File: src/rtl/i2c_master_bit_sequencer_assert.svh
// Assertion macros for the I2C master bit sequencer.
`ifndef I2C_MASTER_BIT_SEQUENCER_ASSERT_SVH
`define I2C_MASTER_BIT_SEQUENCER_ASSERT_SVH

`ifndef SYNTHESIS

`define I2CMBS_ASSERT_SAME(label, clk, rst, ante, cons) \
   label: assert property (@(posedge clk) disable iff (rst) (ante) |-> (cons)) \
      else $error("i2cmbs assertion failed");

`define I2CMBS_ASSERT_NEXT(label, clk, rst, ante, cons) \
   label: assert property (@(posedge clk) disable iff (rst) (ante) |=> (cons)) \
      else $error("i2cmbs assertion failed");

`else

`define I2CMBS_ASSERT_SAME(label, clk, rst, ante, cons)

`define I2CMBS_ASSERT_NEXT(label, clk, rst, ante, cons)

`endif

`endif

File: src/rtl/i2cmbs_pkg.sv
`timescale 1ns / 1ps

package i2cmbs_pkg;

   typedef enum logic [2:0] {
      CMD_START = 3'd0,
      CMD_STOP  = 3'd1,
      CMD_SEND  = 3'd2,
      CMD_WAIT  = 3'd3,
      CMD_READ  = 3'd4,
      CMD_IDLE  = 3'd7
   } cmd_type;

   localparam logic [7:0] ACK_RETRY_RESET = 8'd200;
   localparam logic [7:0] RETRY_MAX       = 8'hFF;
   localparam logic [3:0] BITS_PER_BYTE   = 4'd8;

   typedef struct packed {
      cmd_type    cmd;
      logic [3:0] phase;
      logic [2:0] hold;
      logic [3:0] bit_idx;
      logic [7:0] shift;
      logic [7:0] retry;
      logic       err;
      logic       scl;
      logic       sda_low;
      logic       ack;
      logic [7:0] rx;
   } state_type;

   typedef struct packed {
      logic       kind;
      logic [2:0] command;
      logic [7:0] tx_byte;
      logic       give_ack;
      logic       sda_level;
   } req_type;

   typedef struct packed {
      logic       scl_level;
      logic       sda_pull_low;
      logic       busy_res;
      logic       done_res;
      logic [7:0] rx_byte;
      logic       error_code;
   } rsp_type;

   localparam state_type STATE_RESET = '{
      cmd:     CMD_IDLE,
      phase:   4'd0,
      hold:    3'd0,
      bit_idx: 4'd0,
      shift:   8'd0,
      retry:   8'd0,
      err:     1'b0,
      scl:     1'b1,
      sda_low: 1'b0,
      ack:     1'b0,
      rx:      8'd0
   };

   function automatic logic [3:0] last_phase(input cmd_type cmd);
      logic [3:0] p;
      case (cmd)
         CMD_START, CMD_STOP: p = 4'd2;
         CMD_SEND, CMD_WAIT:  p = 4'd3;
         default:             p = 4'd5;
      endcase
      return p;
   endfunction

endpackage

File: src/rtl/i2cmbs_step.sv
`timescale 1ns / 1ps

module i2cmbs_step (
   input  i2cmbs_pkg::state_type state,
   input  i2cmbs_pkg::req_type   req,
   input  logic [7:0]            retry_limit,
   output i2cmbs_pkg::state_type state_next,
   output i2cmbs_pkg::rsp_type   rsp
);

   always_comb begin
      i2cmbs_pkg::state_type s;
      logic                  enter;
      logic                  done;
      s     = state;
      enter = 1'b0;
      done  = 1'b0;

      // advance to the following step once the hold has run out
      if (s.cmd != i2cmbs_pkg::CMD_IDLE) begin
         if (s.hold == 3'd0) begin
            enter = 1'b1;
            if (s.cmd == i2cmbs_pkg::CMD_SEND && s.phase == 4'd2) begin
               s.bit_idx = s.bit_idx + 4'd1;
               s.phase   = (s.bit_idx < i2cmbs_pkg::BITS_PER_BYTE) ? 4'd0 : 4'd3;
            end else if (s.cmd == i2cmbs_pkg::CMD_READ && s.phase == 4'd1) begin
               s.bit_idx = s.bit_idx + 4'd1;
               s.phase   = (s.bit_idx < i2cmbs_pkg::BITS_PER_BYTE) ? 4'd0 : 4'd2;
            end else if (!(s.cmd == i2cmbs_pkg::CMD_WAIT && s.phase == 4'd2)) begin
               s.phase = s.phase + 4'd1;
            end
         end
      end else if (req.kind && req.command <= 3'(i2cmbs_pkg::CMD_READ)) begin
         enter     = 1'b1;
         s.cmd     = i2cmbs_pkg::cmd_type'(req.command);
         s.phase   = 4'd0;
         s.bit_idx = 4'd0;
         s.retry   = 8'd0;
         s.shift   = (req.command == 3'(i2cmbs_pkg::CMD_SEND)) ? req.tx_byte : 8'd0;
         s.ack     = req.give_ack;
      end

      // make the line changes of the entered step
      if (enter) begin
         s.hold = 3'd1;
         case (s.cmd)
            i2cmbs_pkg::CMD_START: begin
               s.hold = 3'd5;
               if (s.phase == 4'd0) begin
                  s.scl     = 1'b1;
                  s.sda_low = 1'b0;
               end else if (s.phase == 4'd1) begin
                  s.sda_low = 1'b1;
               end else begin
                  s.scl = 1'b0;
               end
            end
            i2cmbs_pkg::CMD_STOP: begin
               s.hold = 3'd5;
               if (s.phase == 4'd0) begin
                  s.scl     = 1'b0;
                  s.sda_low = 1'b1;
               end else if (s.phase == 4'd1) begin
                  s.scl = 1'b1;
               end else begin
                  s.sda_low = 1'b0;
               end
            end
            i2cmbs_pkg::CMD_SEND: begin
               if (s.phase == 4'd0) begin
                  s.scl  = 1'b0;
                  s.hold = 3'd2;
               end else if (s.phase == 4'd1) begin
                  s.sda_low = ~s.shift[7];
                  s.shift   = {s.shift[6:0], 1'b0};
                  s.hold    = 3'd2;
               end else if (s.phase == 4'd2) begin
                  s.scl  = 1'b1;
                  s.hold = 3'd5;
               end else begin
                  s.scl = 1'b0;
               end
            end
            i2cmbs_pkg::CMD_WAIT: begin
               if (s.phase == 4'd0) begin
                  s.sda_low = 1'b0;
               end else if (s.phase == 4'd1) begin
                  s.scl  = 1'b1;
                  s.hold = 3'd5;
               end else if (s.phase == 4'd2) begin
                  if (!req.sda_level) begin
                     s.phase = 4'd3;
                     s.scl   = 1'b0;
                     s.err   = 1'b0;
                  end else begin
                     if (s.retry != i2cmbs_pkg::RETRY_MAX) begin
                        s.retry = s.retry + 8'd1;
                     end
                     // no acknowledge past the retry limit: flag it and fall into the stop sequence
                     if (s.retry > retry_limit) begin
                        s.err     = 1'b1;
                        s.cmd     = i2cmbs_pkg::CMD_STOP;
                        s.phase   = 4'd0;
                        s.scl     = 1'b0;
                        s.sda_low = 1'b1;
                        s.hold    = 3'd5;
                     end
                  end
               end else begin
                  s.scl = 1'b0;
                  s.err = 1'b0;
               end
            end
            default: begin
               if (s.phase == 4'd0) begin
                  s.scl  = 1'b0;
                  s.hold = 3'd2;
               end else if (s.phase == 4'd1) begin
                  s.scl   = 1'b1;
                  s.shift = {s.shift[6:0], req.sda_level};
                  s.hold  = 3'd3;
               end else if (s.phase == 4'd2) begin
                  s.scl = 1'b0;
               end else if (s.phase == 4'd3) begin
                  s.sda_low = s.ack;
                  s.hold    = 3'd2;
               end else if (s.phase == 4'd4) begin
                  s.scl  = 1'b1;
                  s.hold = 3'd5;
               end else begin
                  s.scl = 1'b0;
                  s.err = 1'b0;
                  s.rx  = s.shift;
               end
            end
         endcase
      end

      // count down the hold and retire the command on its final tick
      if (s.cmd != i2cmbs_pkg::CMD_IDLE) begin
         if (s.hold != 3'd0) begin
            s.hold = s.hold - 3'd1;
         end
         if (s.hold == 3'd0 && s.phase == i2cmbs_pkg::last_phase(s.cmd)) begin
            done    = 1'b1;
            s.cmd   = i2cmbs_pkg::CMD_IDLE;
            s.phase = 4'd0;
         end
      end

      state_next       = s;
      rsp.scl_level    = s.scl;
      rsp.sda_pull_low = s.sda_low;
      rsp.busy_res     = (s.cmd != i2cmbs_pkg::CMD_IDLE);
      rsp.done_res     = done;
      rsp.rx_byte      = s.rx;
      rsp.error_code   = s.err;
   end

endmodule

File: src/rtl/i2c_master_bit_sequencer.sv
`timescale 1ns / 1ps

// I2C master bit sequencer. Each request transaction is one 1 us tick, optionally carrying a
// new command (start, stop, send byte, wait acknowledge, read byte); each produces exactly one
// response transaction with the SCL and SDA drive levels, busy, done, the last read byte and
// the error flag after that tick. One tick is handled per clock cycle while the two-entry
// output buffer has room; the state advances in a single pass of logic and the response lands
// in that buffer, so requests keep flowing while one response waits. The acknowledge retry
// limit register may be written only while no command is running and no response is pending.
module i2c_master_bit_sequencer (
   input  logic       clock,
   input  logic       reset,
   input  logic       req_valid,
   output logic       req_ready,
   input  logic       req_kind,
   input  logic [2:0] req_command,
   input  logic [7:0] req_tx_byte,
   input  logic       req_give_ack,
   input  logic       req_sda_level,
   output logic       rsp_valid,
   input  logic       rsp_ready,
   output logic       rsp_scl_level,
   output logic       rsp_sda_pull_low,
   output logic       rsp_busy_res,
   output logic       rsp_done_res,
   output logic [7:0] rsp_rx_byte,
   output logic       rsp_error_code,
   input  logic       csr_valid,
   output logic       csr_ready,
   input  logic [7:0] csr_ack_retry_limit
);

`include "i2c_master_bit_sequencer_assert.svh"

   i2cmbs_pkg::state_type state_ff, state_in;
   i2cmbs_pkg::req_type   req;
   i2cmbs_pkg::rsp_type   rsp_new;
   i2cmbs_pkg::rsp_type   head_ff, head_in, skid_ff, skid_in;
   logic                  head_vld_ff, head_vld_in, skid_vld_ff, skid_vld_in;
   logic [7:0]            limit_ff, limit_in;
   logic                  push, pop;

   assign req.kind      = req_kind;
   assign req.command   = req_command;
   assign req.tx_byte   = req_tx_byte;
   assign req.give_ack  = req_give_ack;
   assign req.sda_level = req_sda_level;

   i2cmbs_step u_step (
      .state      (state_ff),
      .req        (req),
      .retry_limit(limit_ff),
      .state_next (state_in),
      .rsp        (rsp_new)
   );

   assign req_ready = ~skid_vld_ff;
   assign csr_ready = 1'b1;
   assign push      = req_valid & req_ready;
   assign pop       = head_vld_ff & rsp_ready;
   assign limit_in  = (csr_valid) ? csr_ack_retry_limit : limit_ff;

   always_comb begin
      head_in     = head_ff;
      skid_in     = skid_ff;
      head_vld_in = head_vld_ff;
      skid_vld_in = skid_vld_ff;
      if (pop) begin
         head_in     = skid_ff;
         head_vld_in = skid_vld_ff;
         skid_vld_in = 1'b0;
      end
      if (push) begin
         if (!head_vld_in) begin
            head_in     = rsp_new;
            head_vld_in = 1'b1;
         end else begin
            skid_in     = rsp_new;
            skid_vld_in = 1'b1;
         end
      end
   end

   always_ff @(posedge clock) begin
      head_ff <= head_in;
      skid_ff <= skid_in;
      if (reset) begin
         state_ff    <= i2cmbs_pkg::STATE_RESET;
         limit_ff    <= i2cmbs_pkg::ACK_RETRY_RESET;
         head_vld_ff <= 1'b0;
         skid_vld_ff <= 1'b0;
      end else begin
         if (push) begin
            state_ff <= state_in;
         end
         limit_ff    <= limit_in;
         head_vld_ff <= head_vld_in;
         skid_vld_ff <= skid_vld_in;
      end
   end

   assign rsp_valid        = head_vld_ff;
   assign rsp_scl_level    = head_ff.scl_level;
   assign rsp_sda_pull_low = head_ff.sda_pull_low;
   assign rsp_busy_res     = head_ff.busy_res;
   assign rsp_done_res     = head_ff.done_res;
   assign rsp_rx_byte      = head_ff.rx_byte;
   assign rsp_error_code   = head_ff.error_code;

   `I2CMBS_ASSERT_SAME(a_skid_behind_head, clock, reset, skid_vld_ff, head_vld_ff)
   `I2CMBS_ASSERT_SAME(a_done_not_busy, clock, reset, rsp_valid && rsp_done_res, !rsp_busy_res)
   `I2CMBS_ASSERT_SAME(a_idle_phase_zero, clock, reset, state_ff.cmd == i2cmbs_pkg::CMD_IDLE, state_ff.phase == 4'd0)
   `I2CMBS_ASSERT_NEXT(a_push_shows, clock, reset, push && !head_vld_ff, rsp_valid)

endmodule
File: config.mk
export PLATFORM = sky130hd
export DESIGN_NAME = i2c_master_bit_sequencer
export DESIGN_NICKNAME = d
export VERILOG_FILES = /design/src/rtl/i2cmbs_pkg.sv /design/src/rtl/i2cmbs_step.sv /design/src/rtl/i2c_master_bit_sequencer.sv
export VERILOG_INCLUDE_DIRS = /design/src /design/src/rtl
export SDC_FILE = /design/constraint.sdc
export NUM_CORES = 1
export LEC_CHECK = 0
export BUFFER_PORTS_ARGS = -buffer_cell sky130_fd_sc_hd__buf_2
export CAP_MARGIN = 20
export CORE_MARGIN = 5
export CORE_UTILIZATION = 60
export DETAILED_ROUTE_END_ITERATION = 7
export PLACE_DENSITY = 0.77
export RECOVER_POWER = 100
export SLEW_MARGIN = 20
export SYNTH_ARGS = -nofsm -noshare
export SYNTH_HDL_FRONTEND = slang
export SYNTH_SLANG_ARGS = --single-unit
File: constraint.sdc
create_clock -name clock -period 5.6 [get_ports clock]
set_input_delay 0.56 -clock clock [delete_from_list [all_inputs] [get_ports clock]]
set_output_delay 0.56 -clock clock [all_outputs]
set_load 0.03 [all_outputs]
After elaboration in Yosys (flattened, before gate mapping)
Index checks and enable logic that the tools add are counted.

$add $sub $neg: 4. Equal/unequal tests: 23. $lt $le $gt $ge: 3. Bitwise gates (word level): 4. Reduce and logical (&&, ||, !) cells: 20. Multiplexer cells: 115.

Operator list (number): 8-bit two-way mux (22); 10-bit two-way mux (6); 3-bit two-way mux (15); 4-bit two-way mux (11); 13-bit two-way mux (3); 1-bit two-way mux (38); 7-bit two-way mux (4); 3-bit by 2-bit equality test with 1-bit output, second input constant (7); 20-bit two-way mux (1); 19-bit two-way mux (1); 16-bit two-way mux (1); 8-bit one-hot mux with 2 select lines (1); 2-bit two-way mux (7); 4-bit by 2-bit equality test with 1-bit output, second input constant (3); 3-bit zero test (4); 3-bit inequality test, second input constant (4); 9-bit two-way mux (1); 3-bit one-hot mux with 3 select lines (1); 4-bit by 1-bit adder with 4-bit output, second input constant (2); 8-bit by 1-bit adder with 8-bit output, second input constant (1); 4-bit by 1-bit equality test with 1-bit output, second input constant (2); 8-bit > comparator (1); 8-bit inequality test, second input constant (1); 2-bit one-hot mux with 4 select lines (1); other kinds (21) (31).

Flip-flop bits (word level): 78. Logic and storage cells: 195. Input port bits: 27.

Logic depth before layout (Yosys ltp)
Gate-level depths: netlist (run 1).

Depth in word-level cells: 32. Depth in mapped cells: 26.

Hierarchy
Synthesis (run 1) repeated with hierarchy kept, for this count alone.

Cell total of the unflattened synthesis: 656. Area, all modules: 5200.0 µm².

By module, submodules not included: i2c_master_bit_sequencer (times used 1, cells an instance 328, area each 3020.4 µm², seq. area each 1691.6 µm²); i2cmbs_step (times used 1, cells an instance 328, area each 2179.6 µm², seq. area each 0.0 µm²).

Worst setup path after synthesis (run 1)
OpenSTA, ideal clock, no wires.

Path type: in2reg. Start point: input port req_kind. End point: register skid_ff[10] in the netlist's numbering (data pin). Path buffers: 1. Data required time: 5.330 ns. Slack: 0.641 ns. Data arrival time: 4.689 ns. Setup time: 0.270 ns. Cell stages on the path: 25. Path through: and4_1 > nand2_1 > clkbuf_1 > and2_1 > ha_1 > nand3_1 > nor2_1 > nand3_1 > nand2_1 > xor2_1 > nor2_1 > ha_1 > a21o_1 > a21o_1 > a21oi_1 > a21oi_1 > a21oi_1 > o31a_1 > o21ai_0 > a22o_1 > ha_1 > a211oi_1 > o2111ai_1 > a21oi_2 > nor2_1.

RTL lines: from (decl) (RTL line i2c_master_bit_sequencer.sv:15) `input logic req_kind,`; to (signal assigned) (RTL line i2c_master_bit_sequencer.sv:86) `skid_ff <= skid_in;`; to (decl) (RTL line i2c_master_bit_sequencer.sv:38) `i2cmbs_pkg::rsp_type head_ff, head_in, skid_ff, skid_in;`.

==> results of run 1 <==
-- worst paths after layout --
| path | startpoint | to | slack [ns] |
|---|---|---|---|
| min reg2reg | state_ff[23]$_SDFFE_PP0P_ | state_ff[23]$_SDFFE_PP0P_ | 0.45 |
| max | state_ff[39]$_SDFFE_PP1P_ | skid_ff[10]$_DFFE_PP_ | 0.42 |
| min | csr_ack_retry_limit[6] | limit_ff[6]$_SDFFE_PP1P_ | 0.43 |
| max reg2reg | state_ff[39]$_SDFFE_PP1P_ | skid_ff[10]$_DFFE_PP_ | 0.42 |
-- flip-flops by register name, summed over array words and instances, names as in the netlist --
register / flops
limit_ff: 8
rsp_busy_res: 1
rsp_done_res: 1
rsp_error_code: 1
rsp_rx_byte: 8
rsp_scl_level: 1
rsp_sda_pull_low: 1
rsp_valid: 1
skid_ff: 13
skid_vld_ff: 1
state_ff: 42
-- cells by family (layout without fill, tap and decap cells) --
logic type | after synthesis | count (layout) | synth area share
fa+ha+maj | 16 | 16 | 0.04073
simple gates | 224 | 224 | 0.2350
flops | 78 | 78 | 0.3442
other cells | 1 | 1 | 0.0007630
xor+xnor | 8 | 8 | 0.01426
compound gates | 169 | 169 | 0.2401
mux | 33 | 33 | 0.06797
buf+inv | 59 | 94 | 0.05702
-- synthesized netlist by cell type, types with 8 or more instances --
cell | number | area [um^2]
sky130_fd_sc_hd__a211oi_2 | 10 | 125.1
sky130_fd_sc_hd__a21oi_1 | 43 | 215.2
sky130_fd_sc_hd__and3_1 | 14 | 87.58
sky130_fd_sc_hd__clkbuf_1 | 17 | 63.81
sky130_fd_sc_hd__dfxtp_1 | 65 | 1301
sky130_fd_sc_hd__edfxtp_1 | 13 | 390.4
sky130_fd_sc_hd__ha_1 | 16 | 200.2
sky130_fd_sc_hd__inv_1 | 27 | 101.4
sky130_fd_sc_hd__mux2i_1 | 30 | 300.3
sky130_fd_sc_hd__nand2_1 | 65 | 244.0
sky130_fd_sc_hd__nand3_1 | 21 | 105.1
sky130_fd_sc_hd__nand4_1 | 8 | 50.05
sky130_fd_sc_hd__nor2_1 | 61 | 229.0
sky130_fd_sc_hd__o211ai_1 | 8 | 60.06
sky130_fd_sc_hd__o21ai_0 | 29 | 145.1
sky130_fd_sc_hd__o31ai_1 | 8 | 60.06
-- layout make-up --
type                            count  area (um^2)
Multi-Input combinational cell    451         2902
Fill cell                         726         2791
Sequential cell                    78         1694
Timing Repair Buffer               51        246.5
Tap cell                          105        131.4
Clock buffer                        9        123.9
Clock inverter                      7        102.6
Inverter                           27        101.3
-- layer usage --
layer / GRT usage / share of wire
met1: 0.3469 / 0.44
met5: 0 / 0
met2: 0.4128 / 0.46
met3: 0.05467 / 0.083
met4: 0.08497 / 0.018
-- per-stage QoR --
stage	hold slack, ns	TNS (ns)	util	cells	area [um^2]
after detailed placement	0.4477	0	0.6365	712	5151
after global placement	0.4390	0	0.6365	712	5151
after global routing	0.4219	-0.009581	0.6551	728	5301
final	0.4288	0	0.6551	728	5301
after CTS	0.4161	0	0.6645	728	5378
after floorplan	0.4323	0	-	588	4915
-- power by group through the flow --
stage / registers [mW] / clock network (mW) / logic, mW
2_1_floorplan: 0.641 / 0 / 0.224
3_3_place_gp: 0.626 / 0 / 0.322
3_5_place_dp: 0.627 / 0 / 0.325
4_1_cts: 0.614 / 0.492 / 0.328
5_1_grt: 0.619 / 0.516 / 0.352
6_report: 0.615 / 0.482 / 0.323
-- worst max-delay path: cells and delay by family (launching register included) --
kind	cells	cell delay (ns)
flip-flops	1	0.47
AO/OA/AOI/OAI	11	2.09
adder cells (fa/ha/maj)	3	0.70
AND/OR/NAND/NOR	9	1.51
XOR/XNOR	1	0.15
-- what timing repair did --
action	in CTS	in global routing
endpoints found under the setup margin	0	10
resized for setup	0	4
setup buffers	0	0
==> flow_results.org, run 1 <==
** Status
- The run finished, with violations left.
- The checks that failed: capacitance limit, slew limit.

** Routing
- The pre-antenna-repair detailed-routing pass consisted of 7 iterations.
- Final routed wirelength across all metal layers :: around 12000 um
- DRC violations left :: 0
- Number of DRC violations after detailed-routing iteration 0 :: roughly 400
- Via count :: 4500
- The detail route stage leaves a number of antenna-violating nets equal to 0.
- After detailed routing, the number of vias per cell comes to between 6 and 7.
- After detailed routing, the average wire length per cell comes to 17.09 um.

** Logic synthesis
- Syn Area/Cell :: 8.358 um^2
- Total of warnings raised by yosys :: 0
- Cells after synthesis :: 588
- Post-synth EDFFs :: 13
- After synthesis, the share of flip-flops with an asynchronous set or reset is 0.
- Synthesis inferred 78 register bits.
- Post-synthesis instance area :: between 4000 and 5000 um^2
- The number of nets handed over by synthesis was between 600 and 700.
- Portion of the post-synthesis area used by sequential elements :: 0.3442
- The most used flip-flop cell after synthesis is sky130_fd_sc_hd__dfxtp_1.
- The number of different library cells used by synthesis comes to 77.

** STA
- The max-slew violation total from the final report is 47.
- Setup violations remaining at the end of the flow were counted as 0.
- The routed design could run at a clock period as short as 5.185 ns.
- The final number of hold-violating endpoints is 0.
- Worst Clk Skew :: 0.01112 ns
- Slew at the pin closest to its max-slew limit :: 2.279 ns
- Slew headroom :: -0.5193
- Timing would allow up to 192.9 MHz.
- Crit path setup slack, layout :: 0.4151 ns
- Part of the cycle the worst path needs :: 0.9259

** Layout
- After the last flow step, the layout net total stands at 661.
- Leaving out fill and tap cells, the most frequent cell in the layout is sky130_fd_sc_hd__nand2_1.
- In the final layout, the share of cells above drive strength 1 is 0.1156.
- Most frequent cells in the layout :: 65 x sky130_fd_sc_hd__nand2_1, 63 x sky130_fd_sc_hd__dfxtp_1, 62 x sky130_fd_sc_hd__nor2_1, 41 x sky130_fd_sc_hd__a21oi_1, 31 x sky130_fd_sc_hd__o21ai_0
- The number of antenna diodes in the final layout is 0.
- Relative to the synthesized area, the layout overhead comes to 7.867%.

** Clock tree
- Number of buffers inserted for hold repair after clock tree synthesis :: 0
- Count of clock tree sinks :: 78
- CTS tree :: done
- The longest clock path from root to sink contains 2 buffers.
- Skew-Pair Late Insertion Delay :: roughly 0.36 ns
- In this run, CTS created clock tree buffers numbering 9.
- Clock root buffer :: sky130_fd_sc_hd__clkbuf_8
- Clock-pin slew was measured on the worst setup and hold paths at 0.08 ns.
- H-tree depth reported by CTS :: 3

** Worst setup path
- Data arrives at the worst endpoint at 5.27 ns.
- Worst setup SP type :: flop
- At the worst endpoint, the required time is 5.68 ns.
- Delay contributed by the slowest stage of the critical path :: 0.47 ns
- Kind of capture point of the worst setup path :: flop
- Top fanout value on the critical path :: 13
- Worst Reg-to-Reg Cells :: 24
- Critical-path top delay cell :: sky130_fd_sc_hd__dfxtp_2
- The critical path is of the flop to flop type.
- The signal on the critical path passes through and4_1, nand2_1, and2_1, ha_1, nand3_1, nor2_1, nand3_1, nand2_1, xor2_1, nor2_1, ha_1, a21o_1, a21o_1, a21oi_1, a21oi_2, a21oi_1, o31a_1, o21ai_0, a22o_1, ha_1, a211oi_1, o2111ai_1, a21oi_2, nor2_1.

** GRT
- All-Layer GR Usage :: 0.2576
- Vias in the first global route :: 4232
- Initial antenna violation count :: 0
- Entering global routing, the biggest net connects 47 pins.
- The first global-routing pass estimated 20910 um of wire.
- Global routing finished with a remaining overflow of 0.

** Place
- At the placement stage, the worst setup path has a slack of 0.1973 ns.
- Routability-driven placement finished with a final weighted congestion of around 1.
- Buffers added on ports :: around 40
- The HPWL after detailed placement is 9115 um.

** Pwr
- Combinational group share of total power :: 0.228
- Worst voltage drop across the vdd grid :: 0.1437 mV
- The analysis attributes to cell leakage a power of 2.093 nW.
- Internal power comes to 0.9592 mW.
- Net switching power of the design :: around 0.46 mW
- Portion of total power attributed to sequential cells :: 0.433
- Overall power :: 1.421 mW
- Switching Fraction :: 0.3250
- Share of total power in the clock network :: 0.339
- In this run the power density over the cells is 268.0 nW/um^2.

** Floorplanning
- The total area inside the core boundary comes to ~8100 um^2.
- Die Width :: 100.5 um
- After floorplanning, the core was divided into 33 placement rows.
- For this configuration, the core starts out at a cell density of 0.6073.
- Die Outline Area :: slightly above 10000 um^2
- During I/O placement, the number of pins put on the boundary was 43.
- From bottom edge to top edge, the die measures 100.5 um.

** Min path
- Worst hold stages :: 3
- The tightest min-delay check is of the primary input to flop type.

** Flow run
- Number of max-cap violations :: 1
No activity file was read; power rests on OpenSTA's default activity.
==> inputs of run 2 (changes only) <==
Settings changed: ABC_AREA set to 1.
==> run 2 against run 1 <==
The run still ends with capacitance limit, slew limit left. Combinational power up 76%. Highest routed layer unchanged. Clock power is 14% lower. Routed wire length is 6.8% lower. Cell area is 0.66% lower. Clock-buffer cell count up 1.
==> flow_results.org, run 2 <==
** Status
- Run status :: complete, but fails checks (unchanged)
- Violations in the final reports :: capacitance limit, slew limit (unchanged)

** Min path
- The worst min-delay path class was primary input to flop (unchanged).

** Worst setup path
- The dominant delay contributor by cell family on the critical path is simple AND/OR/NAND/NOR gates (was compound AO/OA/AOI/OAI gates).
- Reg2Reg Setup Slack :: 0.70 ns (was 0.42 ns)
- The critical path required time is 5.73 ns (was 5.68 ns).
- The critical-path cell with the highest stage delay is sky130_fd_sc_hd__dfxtp_1 (was sky130_fd_sc_hd__dfxtp_2).
- The data arrival time of the critical path is 5.03 ns (was 5.27 ns).
- The maximum fanout encountered on the critical timing path is 19 (was 13).
- Kind of capture point of the worst setup path :: flop (unchanged)
- The critical path's largest stage delay came to 0.46 ns (was 0.47 ns).
- The cell count along the critical path came to 34 (was 24).
- The depth of the worst register-to-register path was 34 (was 24).
- Timing startpoint of the critical path :: state_ff[41]$_SDFFE_PP1P_ (was state_ff[39]$_SDFFE_PP1P_)
- The kind of launch point of the worst setup path is a flop (unchanged).
- Worst path bufs/invs :: 6 (was 0)
- The critical setup path kind is flop to flop (unchanged).
- Worst r2r src :: state_ff[41]$_SDFFE_PP1P_ (was state_ff[39]$_SDFFE_PP1P_)
- Cell occurring most often along the worst timing path :: sky130_fd_sc_hd__nand2_1
- R2R Path End :: skid_ff[10]$_DFFE_PP_ (unchanged)
- The endpoint of the most critical setup path is skid_ff[10]$_DFFE_PP_ (unchanged).

** Clock tree
- Clock root buffer :: sky130_fd_sc_hd__clkbuf_8 (unchanged)
- Skew-Pair Late Insertion Delay :: 0.36 ns (about the same)
- Count of clock tree sinks :: 78 (unchanged)
- Total clock buffers created by CTS :: 9 (unchanged)
- The TritonCTS clock tree is done (unchanged).
- The count of H-tree levels built during CTS was 3 (unchanged).
- The quantity of gates resized following cts is 0 (unchanged).
- Post-CTS clock slew at the launch and capture registers of the worst setup and hold paths :: 0.09 ns (was 0.08 ns)
- Post-CTS Setup Inserts :: 0 (unchanged)
- The count of hold-fix buffers inserted at cts is 0 (unchanged).
- The maximum count of clock buffers along a single path was 2 (unchanged).

** Layout
- Antenna Cells :: 0 (unchanged)
- Area grow syn2layout :: 7.951% (was 7.867%)
- The final instance area came to 5266 um^2 (was 5301 um^2).
- The final net count came to 780 (was 661).
- The register area is 1692 um^2 (was 1694 um^2).
- Largest registers :: state_ff: 42 flops, skid_ff: 13 flops (unchanged)
- The proportion of layout cells with a drive suffix above 1 was 0.1051 (was 0.1156).
- The leading cell type in the layout, fill and taps excluded was sky130_fd_sc_hd__nand2_1 (unchanged).
- Most frequent cells in the layout: 156 x sky130_fd_sc_hd__nand2_1, 101 x sky130_fd_sc_hd__inv_1, 67 x sky130_fd_sc_hd__a21oi_1, 65 x sky130_fd_sc_hd__dfxtp_1, 62 x sky130_fd_sc_hd__nand3_1 (was 65 x sky130_fd_sc_hd__nand2_1, 63 x sky130_fd_sc_hd__dfxtp_1, 62 x sky130_fd_sc_hd__nor2_1, 41 x sky130_fd_sc_hd__a21oi_1, 31 x sky130_fd_sc_hd__o21ai_0).
- Flip-flop count of the largest register, all copies and words added :: 42 (unchanged)
- The area used by multi-input combinational logic came to 2628 um^2 (was 2902 um^2).
- The largest register by flop count is state_ff (unchanged).
- The number of fill cells in the layout was 718 (was 726).

** Floorplanning
- Row cnt :: 32 (was 33)
- Vert. Die Dim :: 100.2 um (was 100.5 um)
- Initial core utilization :: 0.6248 (was 0.6073)
- The number of top-level design ports is 43 (unchanged).
- The area of the die came to 10030 um^2 (was 10100 um^2).
- Area inside the core boundary :: 7807 um^2 (was 8093 um^2)
- Die Width :: 100.2 um (was 100.5 um)

** Routing
- The mean routed wirelength per cell is 13.75 um (was 17.09 um).
- The number of iterations in the first detailed-routing pass came to 5 (was 7).
- Post-DR vias/cell :: 5.493 (was 6.181)
- The DRC marker count from the first detailed-route iteration was 319 (was 397).
- DRC violations left :: 0 (unchanged)
- Antenna viol nets, final :: 0 (unchanged)
- Via count :: 4636 (was 4500)
- Final routed wirelength across all metal layers :: 11600 um (was 12440 um)

** Logic synthesis
- The top flip-flop cell by instance count after synthesis was sky130_fd_sc_hd__dfxtp_1 (unchanged).
- The total nets after synthesis is 744 (was 631).
- Post-synth top cells: 155 x sky130_fd_sc_hd__nand2_1, 100 x sky130_fd_sc_hd__inv_1, 66 x sky130_fd_sc_hd__a21oi_1 (was 65 x sky130_fd_sc_hd__dfxtp_1, 65 x sky130_fd_sc_hd__nand2_1, 61 x sky130_fd_sc_hd__nor2_1).
- The sequential element share of the synthesized area is 0.3468 (was 0.3442).
- The share of Yosys cell area claimed by the top area cell type was 0.2667 (was 0.2648).
- The cell area after synthesis was 4878 um^2 (was 4915 um^2).
- Post-synth EDFFs :: 13 (unchanged)
- Register bit count reported by yosys :: 78 (unchanged)
- Cell with the most instances after synthesis :: sky130_fd_sc_hd__nand2_1
- Fraction of registers with async set/reset :: 0 (unchanged)
- Dominant cell type by area after synthesis :: sky130_fd_sc_hd__dfxtp_1 (unchanged)
- The number of instances in the synthesized netlist came to 701 (was 588).
- Most area-consuming cells after synthesis :: sky130_fd_sc_hd__dfxtp_1 27%, sky130_fd_sc_hd__nand2_1 12%, sky130_fd_sc_hd__edfxtp_1 8.0%, sky130_fd_sc_hd__inv_1 7.7%, sky130_fd_sc_hd__a21oi_1 6.8% (was sky130_fd_sc_hd__dfxtp_1 26%, sky130_fd_sc_hd__edfxtp_1 7.9%, sky130_fd_sc_hd__mux2i_1 6.1%, sky130_fd_sc_hd__nand2_1 5.0%, sky130_fd_sc_hd__nor2_1 4.7%)
- Number of distinct library cell variants in the gate-level netlist after synthesis :: 51 (was 77)
- The yosys synthesis warning count came to 0 (unchanged).
- Syn Area/Cell :: 6.959 um^2 (was 8.358 um^2)

** STA
- Pins Over Slew Limit :: 84 (was 47)
- Setup-failing EPs final :: 0 (unchanged)
- The highest clock rate is 204.1 MHz (was 192.9 MHz).
- Slew headroom :: -0.3414 (was -0.5193)
- Setup TNS :: 0 ns (unchanged)
- The final number of hold-violating endpoints came to 0 (unchanged).
- Setup repair after global routing left no endpoint under its margin.
- The minimum period implied by the final worst setup slack is 4.899 ns (was 5.185 ns).
- Worst Clk Skew :: 0.01329 ns (was 0.01112 ns)
- Slew at the pin closest to its max-slew limit :: 2.012 ns (was 2.279 ns)
- Part of the cycle the worst path needs :: 0.8748 (was 0.9259)

** Pwr
- Leak :: 2.519 nW (was 2.093 nW)
- The combinational share of power was 0.345 (was 0.228).
- Worst voltage drop across the vdd grid :: 0.1536 mV (was 0.1437 mV)
- Portion of total power attributed to sequential cells :: 0.405 (was 0.433)
- The cell-internal power was 0.9807 mW (was 0.9592 mW).
- The net switching power of the design was 0.6721 mW (was 0.4618 mW).
- Power per cell area :: 313.8 nW/um^2 (was 268.0 nW/um^2)
- The fraction of power consumed by the clock network is 0.250 (was 0.339).
- Switching Fraction :: 0.4066 (was 0.3250)

** Place
- The post-place instance area came to 5160 um^2 (was 5151 um^2).
- The estimated wirelength of the detail-placed design is 8524 um (was 9115 um).
- The quantity of I/O buffers inserted on ports was 41 (unchanged).
- The final weighted congestion of routability-driven global placement was 0.9352 (was 0.9987).

** GRT
- The pin count of the biggest net entering global routing was 42 (was 47).
- The final global-route overflow total is 0 (unchanged).
- The via count of the first global-routing pass came to 4290 (was 4232).
- The wire length of the first global-routing pass came to 19740 um (was 20910 um).
- The overall track demand over capacity in global routing came to 0.2391 (was 0.2576).
- The number of antenna violations at the first check in global routing was 0 (unchanged).

** Flow run
- Number of max-cap violations :: 2 (was 1)
[run 2: cell types whose count changed after synthesis, sizes merged, moves of 7 or more]
cell | before | now
and3 | 15 | 1
a21o | 7 | 0
a21oi | 44 | 67
nand3 | 22 | 65
nor2 | 62 | 48
mux2i | 30 | 7
o21ai | 35 | 62
o31ai | 8 | 1
a211oi | 14 | 5
buf | 15 | 3
nand2 | 66 | 170
inv | 27 | 109
[run 2: layer usage]
layer,part of all wire,vias up,global-route usage
li1,-,2376,-
met1,0.47,2092,0.3320
met2,0.45,151,0.3945
met3,0.061,17,0.03475
met4,0.012,0,0.05389
met5,0,-,0
[run 2: through the flow]
stage | total power, mW | hold WS (ns) | setup WS [ns] | std cells | util
final | 1.653 | 0.4103 | 0.7014 | 844 | 0.6745
after CTS | 1.679 | 0.4028 | 0.7679 | 844 | 0.6849
after floorplan | 1.129 | 0.4389 | 0.9366 | 701 | -
after detailed placement | 1.265 | 0.4608 | 0.5374 | 828 | 0.6609
after global routing | 1.761 | 0.4280 | 0.09836 | 844 | 0.6745
after global placement | 1.251 | 0.4503 | 0.7972 | 828 | 0.6609
[run 2: how the worst min path moves through the flow]
stage,end,slack [ns],depth (start not counted),from
CTS,limit_ff[6]$_SDFFE_PP1P_,0.40,3,csr_ack_retry_limit[6]
finish,limit_ff[7]$_SDFFE_PP1P_,0.41,3,csr_ack_retry_limit[7]
floorplan,limit_ff[1]$_SDFFE_PP0P_,0.44,2,limit_ff[1]$_SDFFE_PP0P_
global placement,state_ff[26]$_SDFFE_PP0P_,0.45,2,state_ff[26]$_SDFFE_PP0P_
global route,limit_ff[6]$_SDFFE_PP1P_,0.43,3,csr_ack_retry_limit[6]
detailed placement,state_ff[8]$_SDFFE_PP0P_,0.46,2,state_ff[8]$_SDFFE_PP0P_
[run 2: power groups by stage]
stage	Clock, mW	Sequential [mW]	Combinational (mW)
finish	0.413	0.669	0.570
global route	0.446	0.676	0.640
floorplan	0	0.710	0.419
detailed placement	0	0.679	0.585
global placement	0	0.677	0.574
CTS	0.422	0.667	0.590
[run 2: cell families (layout without fill, tap and decap cells)]
logic type               count (synthesis)  count (layout)  synth area share
AO/OA/AOI/OAI                          154             154            0.1744
XOR/XNOR                                 8               8           0.01436
adder cells (fa/ha/maj)                 16              16           0.04104
buffers and inverters                  132             173            0.1044
flip-flops                              78              78            0.3468
multiplexers                             8               8           0.01667
other                                    1               1         0.0007687
AND/OR/NAND/NOR                        304             304            0.3016
[run 2: final cells by class]
type,count,area share
Sequential cell,78,0.3212
Clock inverter,6,0.009503
Inverter,112,0.08054
Tap cell,102,0.02423
Timing Repair Buffer,45,0.03944
Multi-Input combinational cell,491,0.4989
Clock buffer,10,0.02613
[run 2: worst register-to-register path: cells and delay by family (launching register included)]
| family | cells | cell delay (ns) |
|---|---|---|
| flip-flops | 1 | 0.46 |
| AO/OA/AOI/OAI | 3 | 0.36 |
| adder cells (fa/ha/maj) | 3 | 0.62 |
| XOR/XNOR | 1 | 0.20 |
| buffers and inverters | 6 | 0.64 |
| AND/OR/NAND/NOR | 21 | 2.36 |
